$ cat config.mk
export PLATFORM = sky130hd
export DESIGN_NAME = slot_array_priority_queue
export DESIGN_NICKNAME = d
export VERILOG_FILES = /design/src/hdl/sapq_pkg.sv /design/src/hdl/sapq_ctrl.sv /design/src/hdl/sapq_dp.sv /design/src/hdl/slot_array_priority_queue.sv
export SDC_FILE = /design/constraint.sdc
export NUM_CORES = 1
export LEC_CHECK = 0
export ABC_AREA = 1
export ABC_CLOCK_PERIOD_IN_PS = 7700
export CAP_MARGIN = 10
export CELL_PAD_IN_SITES_DETAIL_PLACEMENT = 2
export CELL_PAD_IN_SITES_GLOBAL_PLACEMENT = 2
export CORE_MARGIN = 4
export CORE_UTILIZATION = 45
export DETAILED_ROUTE_END_ITERATION = 7
export DONT_BUFFER_PORTS = 1
export HOLD_SLACK_MARGIN = 0.15
export PLACE_DENSITY_LB_ADDON = 0.1
export SLEW_MARGIN = 20
export SYNTH_ARGS = -nofsm -noshare
export SYNTH_HDL_FRONTEND = slang
export SYNTH_SLANG_ARGS = --single-unit
$ cat constraint.sdc
create_clock -name clk -period 7.7 [get_ports clk]
set_input_delay 1.54 -clock clk [delete_from_list [all_inputs] [get_ports clk]]
set_output_delay 1.54 -clock clk [all_outputs]
set_load 0.02 [all_outputs]
$ cat src/hdl/sapq_pkg.sv
// sapq_pkg: shared types and constants for the slot-array priority queue.
// Holds the request/response words, the result codes, the controller state
// type and the command/status bundles between controller and datapath.
`default_nettype none

package sapq_pkg;

  localparam int unsigned PRIO_W = 8;
  localparam int unsigned DATA_W = 32;

  typedef enum logic {
    OP_INSERT = 1'b0,
    OP_REMOVE = 1'b1
  } op_t;

  typedef enum logic [1:0] {
    STAT_INSERTED = 2'd0,
    STAT_FULL     = 2'd1,
    STAT_REMOVED  = 2'd2,
    STAT_EMPTY    = 2'd3
  } rsp_status_t;

  typedef struct packed {
    op_t                       operation;
    logic [PRIO_W-1:0]         priority_req;
    logic signed [DATA_W-1:0]  payload;
  } req_word_t;

  typedef struct packed {
    rsp_status_t               status;
    logic [PRIO_W-1:0]         out_priority;
    logic signed [DATA_W-1:0]  out_payload;
  } rsp_word_t;

  typedef enum logic [2:0] {
    ST_IDLE,
    ST_INS_SCAN,
    ST_REM_SCAN,
    ST_REM_WAIT,
    ST_REM_DONE
  } state_t;

  // controller -> datapath
  typedef struct packed {
    logic        latch;      // capture the request word
    logic        ins_fill;   // write at the fill pointer, advance it
    logic        ins_scan;   // write at the scan index
    logic        scan_rst;   // restart the scan and the running minimum
    logic        scan_adv;   // step the scan index
    logic        rem_issue;  // read the slot at the scan index for compare
    logic        rem_free;   // free the best slot
    logic        respond;    // load the result register
    rsp_status_t status;
  } dp_cmd_t;

  // datapath -> controller
  typedef struct packed {
    logic full;
    logic empty;
    logic fill_sat;
    logic scan_free;
    logic scan_last;
    logic best_found;
  } dp_stat_t;

endpackage

`default_nettype wire

$ cat src/hdl/sapq_ctrl.sv
// sapq_ctrl: sequencer for insert and remove operations.
// Depends on sapq_pkg; drives dp_cmd_t, reads dp_stat_t from sapq_dp.
`default_nettype none

module sapq_ctrl (
  input  wire logic              clk,
  input  wire logic              rst,
  input  wire logic              start,
  input  wire sapq_pkg::op_t     operation,
  input  wire sapq_pkg::dp_stat_t stat,
  output sapq_pkg::dp_cmd_t      cmd,
  output logic                   busy
);
  import sapq_pkg::*;

  state_t state, state_next;

  always_ff @(posedge clk) begin
    if (rst) begin
      state <= ST_IDLE;
    end else begin
      state <= state_next;
    end
  end

  always_comb begin
    state_next = state;
    cmd        = '0;
    cmd.status = STAT_INSERTED;
    busy       = 1'b1;
    unique case (state)
      ST_IDLE: begin
        busy = 1'b0;
        if (start) begin
          cmd.latch = 1'b1;
          if (operation == OP_INSERT) begin
            if (stat.full) begin
              cmd.respond = 1'b1;
              cmd.status  = STAT_FULL;
            end else if (!stat.fill_sat) begin
              cmd.ins_fill = 1'b1;
              cmd.respond  = 1'b1;
              cmd.status   = STAT_INSERTED;
            end else begin
              cmd.scan_rst = 1'b1;
              state_next   = ST_INS_SCAN;
            end
          end else begin
            if (stat.empty) begin
              cmd.respond = 1'b1;
              cmd.status  = STAT_EMPTY;
            end else begin
              cmd.scan_rst = 1'b1;
              state_next   = ST_REM_SCAN;
            end
          end
        end
      end
      ST_INS_SCAN: begin
        if (stat.scan_free) begin
          cmd.ins_scan = 1'b1;
          cmd.respond  = 1'b1;
          cmd.status   = STAT_INSERTED;
          state_next   = ST_IDLE;
        end else if (stat.scan_last) begin
          cmd.respond = 1'b1;
          cmd.status  = STAT_FULL;
          state_next  = ST_IDLE;
        end else begin
          cmd.scan_adv = 1'b1;
        end
      end
      ST_REM_SCAN: begin
        cmd.rem_issue = 1'b1;
        if (stat.scan_last) begin
          state_next = ST_REM_WAIT;
        end else begin
          cmd.scan_adv = 1'b1;
        end
      end
      ST_REM_WAIT: begin
        // last slot is compared at this edge
        state_next = ST_REM_DONE;
      end
      ST_REM_DONE: begin
        cmd.respond = 1'b1;
        if (stat.best_found) begin
          cmd.rem_free = 1'b1;
          cmd.status   = STAT_REMOVED;
        end else begin
          cmd.status = STAT_EMPTY;
        end
        state_next = ST_IDLE;
      end
      default: begin
        state_next = ST_IDLE;
      end
    endcase
  end

endmodule

`default_nettype wire

$ cat src/hdl/sapq_dp.sv
// sapq_dp: slot storage, counters, scan index, running minimum and result register.
// Depends on sapq_pkg; steered by sapq_ctrl through dp_cmd_t.
`default_nettype none

module sapq_dp #(
  parameter int unsigned DEPTH     = 16,
  parameter int unsigned PRIO_BITS = 8
) (
  input  wire logic                clk,
  input  wire logic                rst,
  input  wire sapq_pkg::req_word_t req,
  input  wire sapq_pkg::dp_cmd_t   cmd,
  output sapq_pkg::dp_stat_t       stat,
  output sapq_pkg::rsp_word_t      rsp,
  output logic                     done
);
  import sapq_pkg::*;

  localparam int unsigned AW = $clog2(DEPTH);
  localparam int unsigned CW = $clog2(DEPTH + 1);
  localparam int unsigned PW = (PRIO_BITS < PRIO_W) ? PRIO_BITS : PRIO_W;

  // slot storage: valid bits in flops, priority and data in a memory
  logic [DEPTH-1:0]  slot_valid;
  logic [PW-1:0]     slot_priority [DEPTH];
  logic [DATA_W-1:0] slot_payload  [DEPTH];

  logic [CW-1:0]     fill_pointer;
  logic [CW-1:0]     entry_count;
  logic [AW-1:0]     scan_idx;

  req_word_t         held;
  logic [PW-1:0]     wr_prio;
  logic [DATA_W-1:0] wr_data;
  logic [AW-1:0]     wr_addr;
  logic              wr_en;

  logic [PW-1:0]     rd_prio;
  logic [DATA_W-1:0] rd_data;
  logic              pipe_v;
  logic              pipe_vbit;
  logic [AW-1:0]     pipe_idx;

  logic              best_found;
  logic [PW-1:0]     best_prio;
  logic [DATA_W-1:0] best_data;
  logic [AW-1:0]     best_idx;
  logic              better;

  assign wr_en   = cmd.ins_fill | cmd.ins_scan;
  assign wr_addr = cmd.ins_fill ? fill_pointer[AW-1:0] : scan_idx;
  assign wr_prio = cmd.ins_fill ? req.priority_req[PW-1:0] : held.priority_req[PW-1:0];
  assign wr_data = cmd.ins_fill ? req.payload : held.payload;

  assign stat.full       = (entry_count == CW'(DEPTH));
  assign stat.empty      = (entry_count == '0);
  assign stat.fill_sat   = (fill_pointer == CW'(DEPTH));
  assign stat.scan_free  = !slot_valid[scan_idx];
  assign stat.scan_last  = (scan_idx == AW'(DEPTH - 1));
  assign stat.best_found = best_found;

  assign better = pipe_v && pipe_vbit && (!best_found || (rd_prio < best_prio));

  // memory: one write port, one registered read port at the scan index
  always_ff @(posedge clk) begin
    if (wr_en) begin
      slot_priority[wr_addr] <= wr_prio;
      slot_payload[wr_addr]  <= wr_data;
    end
    rd_prio <= slot_priority[scan_idx];
    rd_data <= slot_payload[scan_idx];
  end

  always_ff @(posedge clk) begin
    if (cmd.latch) begin
      held <= req;
    end
    pipe_vbit <= slot_valid[scan_idx];
    pipe_idx  <= scan_idx;
    if (better) begin
      best_prio <= rd_prio;
      best_data <= rd_data;
      best_idx  <= pipe_idx;
    end
  end

  always_ff @(posedge clk) begin
    if (rst) begin
      slot_valid   <= '0;
      fill_pointer <= '0;
      entry_count  <= '0;
      scan_idx     <= '0;
      pipe_v       <= 1'b0;
      best_found   <= 1'b0;
    end else begin
      pipe_v <= cmd.rem_issue;
      if (cmd.scan_rst) begin
        scan_idx   <= '0;
        best_found <= 1'b0;
      end else begin
        if (cmd.scan_adv) begin
          scan_idx <= scan_idx + AW'(1);
        end
        if (better) begin
          best_found <= 1'b1;
        end
      end
      if (wr_en) begin
        slot_valid[wr_addr] <= 1'b1;
        entry_count         <= entry_count + CW'(1);
      end
      if (cmd.ins_fill) begin
        fill_pointer <= fill_pointer + CW'(1);
      end
      if (cmd.rem_free) begin
        slot_valid[best_idx] <= 1'b0;
        entry_count          <= entry_count - CW'(1);
      end
    end
  end

  // result register: one strobe per word
  always_ff @(posedge clk) begin
    if (rst) begin
      done <= 1'b0;
    end else begin
      done <= cmd.respond;
    end
  end

  always_ff @(posedge clk) begin
    if (cmd.respond) begin
      rsp.status <= cmd.status;
      if (cmd.status == STAT_REMOVED) begin
        rsp.out_priority <= PRIO_W'(best_prio);
        rsp.out_payload  <= best_data;
      end else begin
        rsp.out_priority <= '0;
        rsp.out_payload  <= '0;
      end
    end
  end

endmodule

`default_nettype wire

$ cat src/hdl/slot_array_priority_queue.sv
// Channel   Ports               Handshake
// request   req (req_word_t)    accepted on a rising edge with start high, busy low
// result    rsp (rsp_word_t)    valid for one cycle while done is high
//
// Insert below the fill limit, insert when full and remove when empty: done
// in the cycle after acceptance. Insert once the fill pointer has saturated:
// a free-slot search from slot 0 up to the first free slot, one valid bit a
// cycle. Remove: a scan of every slot, one slot a cycle through the memory read port.
// Synchronous reset empties the queue at once. The receiver cannot stall.
// Top level: sapq_ctrl and sapq_dp, types from sapq_pkg.
`default_nettype none

module slot_array_priority_queue #(
  parameter int unsigned DEPTH     = 16,
  parameter int unsigned PRIO_BITS = 8
) (
  input  wire logic                clk,
  input  wire logic                rst,
  input  wire logic                start,
  output logic                     busy,
  input  wire sapq_pkg::req_word_t req,
  output logic                     done,
  output sapq_pkg::rsp_word_t      rsp
);
  import sapq_pkg::*;

  dp_cmd_t  cmd;
  dp_stat_t stat;

  sapq_ctrl u_ctrl (
    .clk       (clk),
    .rst       (rst),
    .start     (start),
    .operation (req.operation),
    .stat      (stat),
    .cmd       (cmd),
    .busy      (busy)
  );

  sapq_dp #(
    .DEPTH     (DEPTH),
    .PRIO_BITS (PRIO_BITS)
  ) u_dp (
    .clk  (clk),
    .rst  (rst),
    .req  (req),
    .cmd  (cmd),
    .stat (stat),
    .rsp  (rsp),
    .done (done)
  );

endmodule

`default_nettype wire

==> reports/results.ini <==
[clock_network]
ctsLongestPathBuffers=3
post_cts_resized=0
cts_setup_buffers=0
htreeDepth=3
cts_num_sinks=847
numCtsBuffers=92
root_buffer=clkbuf_16
clkLatencyLatePin_ns=0.66
ctsHoldBuffers=0
clkTransAtPathRegs_ns=0.06
cts_tree=yes

[grt]
grt-ovfl-total=0
antenna_found_initial=4
grt_pass1_wl_mm=156
globalRouteTotalUtil_pct=27.3
grt_pass1_vias=23200
grt_max_degree=144

[logic_synthesis]
synth-edff-count=766
yosysWarnings=0
synthTopCellsByArea=edfxtp_1 (71%), o21ai_0 (5.3%), dfxtp_1 (5.0%)
syn_inst=2495
netlist_area_um2=32500
yosysSeqAreaShare_pct=75.7
syn_avg_cell_area_um2=13.0
synth_seq_cells=847
syn_nets=2553
synth_cell_types=44
synth_ff_type=edfxtp_1
synth.top_cell.area_share_pct=70.7
synth-async-reset-ratio_pct=0
yosysTopAreaCell=edfxtp_1

[timing]
max_freq_ghz=0.217
rsz0062_at_grt=no
skew_ns=0.0203
slew_headroom_pct=26.2
setup-tns-final_ns=0
finalHoldViolCount=0
worstMarginPinSlew_ns=1.11
whs_ns=0.406
drv_slew=0
period_minus_slack_ns=4.61
finalSetupViolCount=0
finalCritPeriodShare_pct=59.9

[die]
die_y_um=277
coreArea_um2=71600
die_w_um=277
rows=98
start_util_pct=45.4
dieArea_um2=76700
io_pins=88

[cells_and_area]
finalNonFillerCells=3512
area_delta_synth_final_pct=12.3
finalNetCount=2534
drive_gt1_share_pct=9.55
n_fill_cell=6774
design_area_um2=36600
final_core_utilization_pct=51.0

[power_and_ir_drop]
powerDensity_nw_per_um2=359
vdd_drop_max_v=0.000188
p_leak_nw=12.4

[placed_design]
io_buffers=0
dp_cells=3332
hpwl_mm=56.3
place_area_um2=33400
gp_congestion=0.782

[drt]
vias=20900
met2RoutedLength_mm=55.0
first_pass_iters=5
wl_met1_mm=44.1
dr.max_layer_used=met4
routed_wl_mm=106
drtAntennaViolNets=0
drc=0
vias_per_cell=5.95
drt-wirelength-per-cell_um=30.3
wl_met3_mm=4.16
drtIter0Drc=1850

[setup_path]
r2r_cells=10
startpoint=u_dp.scan_idx[0]$_SDFFE_PP0P_
cp-start-kind=flop
crit_path_max_fanout=90
slowest_delay_ns=0.96
cp-end-kind=flop
endpoint=u_dp.slot_payload[8][20]$_DFFE_PP_
cpLargestDelayFamily=buffers and inverters
r2r-start=u_dp.scan_idx[0]$_SDFFE_PP0P_
crit_type=reg2reg
cp.depth=10
critical_path_required_ns=7.98
regToRegSetupSlack_ns=3.09
rr_endpoint=u_dp.slot_payload[8][20]$_DFFE_PP_
timing.critical_path.cells=buf_4, nand2_1, nand3_1, nand3_1, nand3_2, nand3_4, nand2_8, nand2_1, inv_2, buf_4
arrival_ns=4.89
path_buf_inv=3
cp_slowest_cell=dfxtp_4

[min_path]
hold_class=reg2reg

[status]
status=completed

[run]
maxCapViolCount=0

where the power goes:
group / switching, W / internal [W]
clock: 0.00185 / 0.00271
sequential: 0.000353 / 0.00587
combinational: 0.00186 / 0.000493
total: 0.00406 / 0.00908
synthesized netlist by cell type (3+ instances only):
library cell	number
edfxtp_1	766
nor2_1	391
o21ai_0	343
nand2_1	286
clkbuf_1	96
o22ai_1	96
inv_1	95
nand3_1	89
dfxtp_1	81
o221ai_1	64
buf_2	35
a21oi_1	26
o211ai_1	17
ha_1	13
nand2_2	12
nand4_1	12
buf_1	11
a21oi_2	10
inv_2	8
buf_6	4
nor3b_1	4
xor2_1	4
nand3_2	3
nor3_2	3
how the worst min path moves through the flow:
stage | depth (start not counted) | from | to | slack [ns]
2_1_floorplan | 0 | u_dp.scan_idx[2]$_SDFFE_PP0P_ | u_dp.pipe_idx[2]$_DFF_P_ | 0.33
3_3_place_gp | 0 | u_dp.rd_data[13]$_DFF_P_ | u_dp.best_data[13]$_DFFE_PP_ | 0.39
3_5_place_dp | 0 | u_dp.pipe_idx[2]$_DFF_P_ | u_dp.best_idx[2]$_DFFE_PP_ | 0.39
4_1_cts | 0 | u_dp.rd_data[11]$_DFF_P_ | u_dp.best_data[11]$_DFFE_PP_ | 0.41
5_1_grt | 0 | u_dp.rd_data[16]$_DFF_P_ | u_dp.best_data[16]$_DFFE_PP_ | 0.41
6_report | 0 | u_dp.rd_data[11]$_DFF_P_ | u_dp.best_data[11]$_DFFE_PP_ | 0.41
placed cells by master, fill, tap and decap left out, types with 3 or more instances in the layout:
| cell | instances |
|---|---|
| xor2_1 | 4 |
| nor2_4 | 3 |
| diode_2 | 6 |
| o211ai_1 | 17 |
| clkinv_1 | 14 |
| nand2_2 | 13 |
| clkbuf_8 | 15 |
| a21oi_1 | 25 |
| clkbuf_1 | 24 |
| inv_1 | 81 |
| nand3_2 | 3 |
| o22ai_1 | 96 |
| nand4_1 | 12 |
| o221ai_1 | 64 |
| nand3_4 | 3 |
| clkinv_2 | 17 |
| nor2_1 | 390 |
| nor3_2 | 3 |
| ha_1 | 13 |
| nand3_1 | 88 |
| nand2_1 | 285 |
| clkbuf_16 | 95 |
| a21oi_2 | 10 |
| edfxtp_1 | 766 |
| dfxtp_1 | 78 |
| inv_2 | 16 |
| bufinv_16 | 9 |
| o21ai_0 | 343 |
| buf_4 | 36 |
through the flow:
stage / worst slack, ns / power [W]
5_1_grt: 2.84 / 0.0137
2_1_floorplan: 1.60 / 0.00768
4_1_cts: 3.10 / 0.0133
3_5_place_dp: 2.80 / 0.00864
6_report: 3.09 / 0.0131
3_3_place_gp: 2.97 / 0.00839
state kept, by name (all words and copies together) (netlist names):
| name | flops |
|---|---|
| u_dp.slot_valid | 16 |
| u_dp.best_found | 1 |
| u_dp.scan_idx | 4 |
| u_dp.rsp | 42 |
| u_dp.slot_payload | 512 |
| u_dp.pipe_idx | 4 |
| u_ctrl.state | 3 |
| u_dp.slot_priority | 128 |
| u_dp.entry_count | 5 |
| u_dp.best_idx | 4 |
| u_dp.rd_data | 32 |
| u_dp.done | 1 |
| u_dp.rd_prio | 8 |
| u_dp.pipe_vbit | 1 |
| u_dp.best_prio | 8 |
| u_dp.pipe_v | 1 |
| u_dp.fill_pointer | 5 |
| u_dp.best_data | 32 |
| u_dp.held | 40 |
worst register-to-register path: stages (launching register included):
cell	delay [ns]
dfxtp_4	0.96
buf_4	1.02
nand2_1	0.19
nand3_1	0.12
nand3_1	0.09
nand3_2	0.19
nand3_4	0.16
nand2_8	0.17
nand2_1	0.19
inv_2	0.55
buf_4	0.60
layer usage:
layer / GRT usage, % / vias up
met5: 0 / -
met4: 9.30 / 0
met3: 3.81 / 176
met2: 48.6 / 543
met1: 34.4 / 11100
li1: - / 9052
cell type report:
| class | instances | area [um2] | share of cell area (%) |
|---|---|---|---|
| sequential | 847 | 24600 | 67.4 |
| multi-input combinational | 1394 | 6920 | 18.9 |
| clock buffer | 134 | 2670 | 7.31 |
| tap | 950 | 1190 | 3.25 |
| clock inverter | 40 | 445 | 1.22 |
| inverter | 105 | 409 | 1.12 |
| timing repair buffer | 36 | 270 | 0.739 |
| antenna | 6 | 15.0 | 0.0411 |
kinds of logic after synthesis:
group           synth area share (%)
fa+ha+maj                      0.561
flops                           75.7
buf+inv                         3.21
compound gates                  10.1
simple gates                    10.3
xor+xnor                       0.135
Power figures use the tool's default switching activity.
